## src/hdl/bev_pkg.sv

```systemverilog
// Shared types and constants for the button event qualifier.
// Holds the item, result and record structs and the register indexes.
// No dependencies.
`default_nettype none

package bev_pkg;

    localparam int REC_DEPTH = 32;
    localparam int REC_AW    = 5;
    localparam int CFG_IDX_W = 4;

    localparam logic [CFG_IDX_W-1:0] CFG_DC_WINDOW   = CFG_IDX_W'(0);
    localparam logic [CFG_IDX_W-1:0] CFG_DC_COOLDOWN = CFG_IDX_W'(1);

    localparam logic [31:0] DC_WINDOW_RESET   = 32'd300000000;
    localparam logic [31:0] DC_COOLDOWN_RESET = 32'd500000000;

    localparam logic        FUNC_BUTTON = 1'b0;
    localparam logic        FUNC_AXIS   = 1'b1;

    localparam logic signed [15:0] AXIS_ONE = 16'sd32767;
    localparam logic [47:0]        HELD_MAX = 48'hFFFF_FFFF_FFFF;

    typedef struct packed {
        logic               func;
        logic [3:0]         index;
        logic signed [15:0] sample_value;
        logic [63:0]        timestamp_ns;
        logic               frame_start;
    } t_in_item;

    typedef struct packed {
        logic signed [15:0] raw_out;
        logic               pressed;
        logic               released;
        logic signed [31:0] press_count;
        logic               toggle_state;
        logic               dbl_click;
        logic [47:0]        held_ns;
        logic [31:0]        cooldown_left_ns;
        logic [63:0]        last_click_ns;
        logic               bad_index;
    } t_out_item;

    // One record per button and per axis; D-pad axes use all fields but toggle.
    typedef struct packed {
        logic              prev_nz;
        logic signed [1:0] dpad_prev;
        logic [31:0]       count;
        logic              toggle;
        logic              dbl;
        logic [31:0]       cooldown;
        logic [47:0]       held;
        logic [63:0]       last_click;
    } t_rec;

    // Item as it travels from the read stage to the update stage.
    typedef struct packed {
        logic               func;
        logic               bad;
        logic               dpad;
        logic signed [15:0] value;
        logic [REC_AW-1:0]  addr;
        logic [63:0]        frame;
        logic [63:0]        dt;
    } t_stage;

endpackage

`default_nettype wire

```

## src/hdl/bev_update.sv

```systemverilog
// Record update: computes the new record and the result for one sample.
// Covers buttons, D-pad axes and plain axes.
// Depends on bev_pkg.
`default_nettype none

module bev_update (
    input  wire bev_pkg::t_stage i_stage,
    input  wire bev_pkg::t_rec   i_rec,
    input  wire logic [31:0]     i_dc_window,
    input  wire logic [31:0]     i_dc_cooldown,
    output bev_pkg::t_rec        o_rec,
    output bev_pkg::t_out_item   o_res,
    output logic                 o_wr_en
);
    import bev_pkg::*;

    logic              nz;
    logic              press;
    logic              release_edge;
    logic signed [1:0] trunc;
    logic              held_same;
    logic [63:0]       since_click;
    logic              is_dbl;
    logic              cd_zero;
    logic [31:0]       cd_sub;
    logic [64:0]       held_sum;
    logic [47:0]       held_new;

    always_comb begin
        nz           = (i_stage.value != 16'sd0);
        press        = !i_rec.prev_nz && nz;
        release_edge = i_rec.prev_nz && !nz;

        if (i_stage.value >= AXIS_ONE) begin
            trunc = 2'sd1;
        end else if (i_stage.value <= -AXIS_ONE) begin
            trunc = -2'sd1;
        end else begin
            trunc = 2'sd0;
        end

        since_click = i_stage.frame - i_rec.last_click;
        is_dbl      = since_click < {32'd0, i_dc_window};
        cd_zero     = (i_rec.cooldown == 32'd0);
        cd_sub      = (i_stage.dt >= {32'd0, i_rec.cooldown}) ? 32'd0 :
                      (i_rec.cooldown - i_stage.dt[31:0]);

        if (i_stage.dpad) begin
            held_same = (i_rec.dpad_prev == trunc) && (trunc != 2'sd0);
        end else begin
            held_same = i_rec.prev_nz && nz;
        end
        // Saturate when held + dt reaches the ceiling.
        held_sum = {17'd0, i_rec.held} + {1'b0, i_stage.dt};
        if (!held_same) begin
            held_new = '0;
        end else if (held_sum[64:48] != 17'd0 || held_sum[47:0] == HELD_MAX) begin
            held_new = HELD_MAX;
        end else begin
            held_new = held_sum[47:0];
        end

        o_rec         = i_rec;
        o_rec.prev_nz = nz;
        o_res         = '0;
        o_wr_en       = !i_stage.bad;

        if (i_stage.bad) begin
            o_res.bad_index = 1'b1;
        end else if (i_stage.func == FUNC_BUTTON) begin
            if (press) begin
                if (cd_zero) begin
                    o_rec.dbl = is_dbl;
                end else begin
                    o_rec.cooldown = cd_sub;
                end
                o_rec.count      = i_rec.count + 32'd1;
                o_rec.toggle     = !i_rec.toggle;
                o_rec.last_click = i_stage.frame;
            end
            if (release_edge) begin
                if (i_rec.dbl) begin
                    o_rec.cooldown = i_dc_cooldown;
                end
                o_rec.dbl = 1'b0;
            end
            o_rec.held = held_new;

            o_res.raw_out          = i_stage.value;
            o_res.pressed          = press;
            o_res.released         = release_edge;
            o_res.press_count      = o_rec.count;
            o_res.toggle_state     = o_rec.toggle;
            o_res.dbl_click        = o_rec.dbl;
            o_res.held_ns          = o_rec.held;
            o_res.cooldown_left_ns = o_rec.cooldown;
            o_res.last_click_ns    = o_rec.last_click;
        end else if (i_stage.dpad) begin
            if (press) begin
                if (cd_zero) begin
                    o_rec.dbl = is_dbl;
                end
                o_rec.count      = i_rec.count + {{30{trunc[1]}}, trunc};
                o_rec.last_click = i_stage.frame;
            end
            // The D-pad cooldown runs down on every sample.
            o_rec.cooldown = cd_sub;
            if (release_edge) begin
                if (o_rec.dbl) begin
                    o_rec.cooldown = i_dc_cooldown;
                end
                o_rec.dbl = 1'b0;
            end
            o_rec.held      = held_new;
            o_rec.dpad_prev = trunc;

            o_res.raw_out          = {{14{trunc[1]}}, trunc};
            o_res.pressed          = press;
            o_res.released         = release_edge;
            o_res.press_count      = o_rec.count;
            o_res.dbl_click        = o_rec.dbl;
            o_res.held_ns          = o_rec.held;
            o_res.cooldown_left_ns = o_rec.cooldown;
            o_res.last_click_ns    = o_rec.last_click;
        end else begin
            o_res.raw_out  = i_stage.value;
            o_res.pressed  = press;
            o_res.released = release_edge;
        end
    end

endmodule

`default_nettype wire

```

## config.mk

```make
export PLATFORM = sky130hd
export DESIGN_NAME = bev_update
export DESIGN_NICKNAME = d
export VERILOG_FILES = /design/src/hdl/bev_pkg.sv /design/src/hdl/bev_update.sv
export SDC_FILE = /design/constraint.sdc
export NUM_CORES = 1
export LEC_CHECK = 0
export ABC_CLOCK_PERIOD_IN_PS = 7700
export BUFFER_PORTS_ARGS = -buffer_cell sky130_fd_sc_hd__clkbuf_2
export CAP_MARGIN = 40
export CORE_AREA = 3 3 305 307
export DETAILED_ROUTE_END_ITERATION = 7
export DIE_AREA = 0 0 308 310
export PLACE_DENSITY = 0.47
export SLEW_MARGIN = 5
export SYNTH_ARGS = -nofsm -noshare
export SYNTH_HDL_FRONTEND = slang
export SYNTH_SLANG_ARGS = --single-unit
```

## constraint.sdc

```tcl
create_clock -name vclk -period 7.7
set_input_delay 1.155 -clock vclk [all_inputs]
set_output_delay 1.155 -clock vclk [all_outputs]
set_load 0.03 [all_outputs]
```

# [Word-level counts from Yosys, hierarchy flattened]
# Index checks and enable logic that the tools add are counted.
[word_totals] out_inout_bits=379 ff_bits=0 inputBits=397
[classes] n_reduce_logical=13 n_eq_ne=2 mux=34 n_addsub=5 order_cmp=4
[op_table] op="two-way mux 145 bit" n=4
[op_table] op="two-way mux 32 bit" n=7
[op_table] op="two-way mux 196 bit" n=1
[op_table] op="two-way mux 180 bit" n=1
[op_table] op="two-way mux 48 bit" n=2
[op_table] op="two-way mux 33 bit" n=2
[op_table] op="two-way mux 66 bit" n=1
[op_table] op="adder 48 x 64 -> 65 bit" n=1
[op_table] op=">= comparator 64 x 32 -> 1 bit" n=1
[op_table] op="< comparator 64 x 32 -> 1 bit" n=1
[op_table] op="two-way mux 64 bit" n=1
[op_table] op="subtractor 64 bit" n=1
[op_table] op="two-way mux 50 bit" n=1
[op_table] op="equality test 48 bit, second input constant" n=1
[op_table] op="two-way mux 34 bit" n=1
[op_table] op="adder 32 x 1 -> 32 bit, second input constant" n=1
[op_table] op="adder 32 bit" n=1
[op_table] op="zero test 32 bit" n=1
[op_table] op="subtractor 32 bit" n=1
[op_table] op="two-way mux 18 bit" n=1
[op_table] op="nonzero test 17 bit" n=1
[op_table] op=">= comparator 16 bit, second input constant" n=1
[op_table] op="<= comparator 16 bit, second input constant" n=1
[op_table] op="nonzero test 16 bit" n=1
[op_table] op="7 further kinds" n=23

# [Longest topological paths before layout]
[depth] word_depth=12 mapped_depth=24

# [Worst setup path after synthesis]
# OpenSTA, ideal clock, no wires.
[synth_path] path_kind="input to output" from="input i_stage[137] in the netlist's numbering" to="output o_rec[176] in the netlist's numbering" stages=19 t_arrival_ps=5964 slack_ps=581 t_required_ps=6545 path_cell_list="nor4_1 > and4_1 > and2_1 > clkbuf_1 > or2_2 > ha_1 > fa_1 > a21o_1 > a21oi_2 > o21bai_1 > a2111oi_2 > o31ai_1 > a31oi_2 > o21ai_1 > o41a_1 > a41oi_1 > xnor2_1 > a221o_1 > a21o_1"
[synth_rtl] element="start, declared" line_no="bev_update.sv:7" rtl="input wire bev_pkg::t_stage i_stage,"
[synth_rtl] element="end, declared" line_no="bev_update.sv:11" rtl="output bev_pkg::t_rec o_rec,"

==> results_dict.tcl <==
set metrics [dict create \
    outcome "finished clean" \
    first_pass_iters 8 \
    path_cells "clkbuf_4 -> nor4_1 -> clkdlybuf4s15_2 -> and4_2 -> and2_1 -> or2_2 -> ha_1 -> fa_1 -> a21o_1 -> a21oi_2 -> o21bai_1 -> a2111oi_4 -> o31ai_1 -> a31oi_2 -> o21ai_1 -> o41a_1 -> a41oi_1 -> xnor2_1 -> a221o_1 -> a21o_1 -> clkbuf_2" \
    finalHoldViolCount 0 \
    drv_slew 0 \
    num_vias 27471 \
    leakage_nw 12.2 \
    core_sq_mm 0.0903 \
    post-route-min-period_ns 7.50 \
    tns_ns 0 \
    nClkBuffers 0 \
    ys_top_cells_by_area "ha_1 (15%), nand2_1 (10%), a21oi_1 (9.3%)" \
    synthesis.nets 3907 \
    seq_cell_count 0 \
    grt_pass1_wl_microns 164000 \
    ys_seq_area_share_pct 0 \
    grt_pass1_vias 26027 \
    die_h_microns 310 \
    portBuffers 771 \
    fin_util_pct 28.0 \
    clkPwrFrac_pct 0 \
    io_pins 776 \
    fin_nets 4559 \
    use_met1_pct 26.3 \
    synth_largest_area_cell "ha_1" \
    synthCells 3269 \
    path_class "in -> out" \
    synth_top_area_share_pct 14.9 \
    overflow 0 \
    cp-start-kind "input pin" \
    vdd_drop_max_mv 0.0320 \
    top_usage_layer "met2" \
    slowest_delay_ns 0.48 \
    cp.arrival_ns 6.35 \
    crit_required_ns 6.55 \
    area_delta_synth_final_pct 26.8 \
    grt_use_met2_pct 39.8 \
    post_drt_via_cell_ratio 5.39 \
    end_kind "output pin" \
    pwr-share-comb_pct 100.0 \
    max_freq_mhz 133 \
    tightest_slew_ns 0.956 \
    syn_area_sq_mm 0.0200 \
    wl_microns 114000 \
    p_switching_w 0.00138 \
    die_w_microns 308 \
    cp_max_fo 4 \
    layout-drive-gt1-share_pct 25.1 \
    p_per_area_mw_per_mm2 81.4 \
    drt_iter0_markers 2089 \
    max_slew_margin_pct 35.7 \
    gp_congestion 0.945 \
    track_usage_pct 22.0 \
    drv_cap 0 \
    cpMostUsedCell "a21o_1" \
    setup_viol 0 \
    rows 110 \
    ant_nets 0 \
    p_seq_share_pct 0 \
    yosysUniqueCellTypes 97 \
    antenna_found_initial 13 \
    dieArea_sq_mm 0.0955 \
    p_sw_share_pct 66.9 \
    wire_per_inst_microns 22.3 \
    min_path_type "in -> out" \
    synth_area_per_cell_sq_um 6.10 \
    final.period_utilization_pct 97.4 \
    yosysWarnings 0 \
    grt_max_degree 137 \
    grtUsageMet3_pct 3.68 \
    crit_slowest_cell "fa_1" \
    hpwl_microns 97000 \
    initial_utilization_pct 22.1 \
    remaining_drc_errors 0 \
    final_cell_mix "clkbuf_2 (768), nand2_1 (547), a21oi_1 (365)" \
    seq_area_sq_um 0 \
    p_int_w 0.000681 \
    final_common_cell "clkbuf_2" \
]
-- final timing paths --
check                        start         end  slack (ns)  depth (start not counted)
worst min-delay path    i_rec[145]  o_rec[145]        2.68                          3
worst max-delay path  i_stage[146]  o_rec[176]        0.20                         21
-- power groups by stage --
| stage | clock network, W | logic, W | registers, W |
|---|---|---|---|
| after floorplan | 0 | 0.00131 | 0 |
| after global placement | 0 | 0.00204 | 0 |
| after detailed placement | 0 | 0.00203 | 0 |
| after CTS | 0 | 0.00204 | 0 |
| after global routing | 0.0000000000701 | 0.00223 | 0 |
| final | 0.0000000000704 | 0.00206 | 0 |
-- Yosys cell counts (9+ instances only) --
cell type	count
nand2_1	548
a21oi_1	370
o21ai_0	269
ha_1	237
inv_1	227
nor2_1	205
clkbuf_1	163
nand3_1	117
a21o_1	102
xnor2_1	98
a31oi_1	81
nand4_1	68
xor2_1	60
nor3_1	51
o21a_1	41
a2bb2oi_2	40
nor4_1	37
and3_1	35
o21bai_1	32
o22ai_1	30
a211oi_1	29
o211ai_1	26
nor2b_1	25
nand2b_1	20
a21boi_0	17
o21ai_1	16
o31ai_1	16
a22oi_1	15
and2_1	15
buf_2	14
a31o_2	13
o2111ai_1	13
or2_2	13
buf_1	11
o221ai_1	11
a2bb2oi_1	10
mux2i_1	10
a2111oi_0	9
a221oi_1	9
and4_1	9
-- layer usage --
metal	part of all wire, %	wire [microns]
met2	49	55500
met3	7.2	8170
met4	3.7	4220
met1	40	45600
met5	0.066	75
-- final cells by class --
type	instances	area [sq um]
tap	1176	1470
timing repair buffer	849	4540
inverter	227	852
fill	10396	65000
antenna	4	10.0
multi-input combinational	2843	18400
-- repair_timing --
action | in CTS | in global routing
hold buffers | 0 | 0
setup buffers | 0 | 1
gates resized for setup | 1 | 25
endpoints found under the setup margin | 2 | 8
pin swaps | 0 | 6
-- cells by family (layout without fill, tap and decap cells) --
family,after synthesis,count (layout),synth area share (%)
other,0,4,0
AO/OA/AOI/OAI,1248,1248,41.6
AND/OR/NAND/NOR,1182,1182,27.1
buffers and inverters,426,1076,8.38
multiplexers,14,14,0.746
XOR/XNOR,158,158,6.94
adder cells (fa/ha/maj),241,241,15.3
-- per-stage QoR --
step	worst slack, ns	hold slack (ns)	total power (W)	cells	cell area [sq um]
final	0.197	2.68	0.00206	5099	25300
after global routing	-0.00705	2.69	0.00223	5099	25300
after CTS	0.0189	2.67	0.00204	5094	25200
after detailed placement	-0.0590	2.67	0.00203	5094	25200
after global placement	-0.105	2.67	0.00204	5087	25100
after floorplan	0.581	2.44	0.00131	3269	20000
-- critical path, delay by kind of cell --
kind	cells	cell delay (ns)
AO/OA/AOI/OAI	11	2.83
AND/OR/NAND/NOR	4	0.87
adder cells (fa/ha/maj)	2	0.71
buffers and inverters	3	0.66
XOR/XNOR	1	0.10
Power figures use the tool's default switching activity.
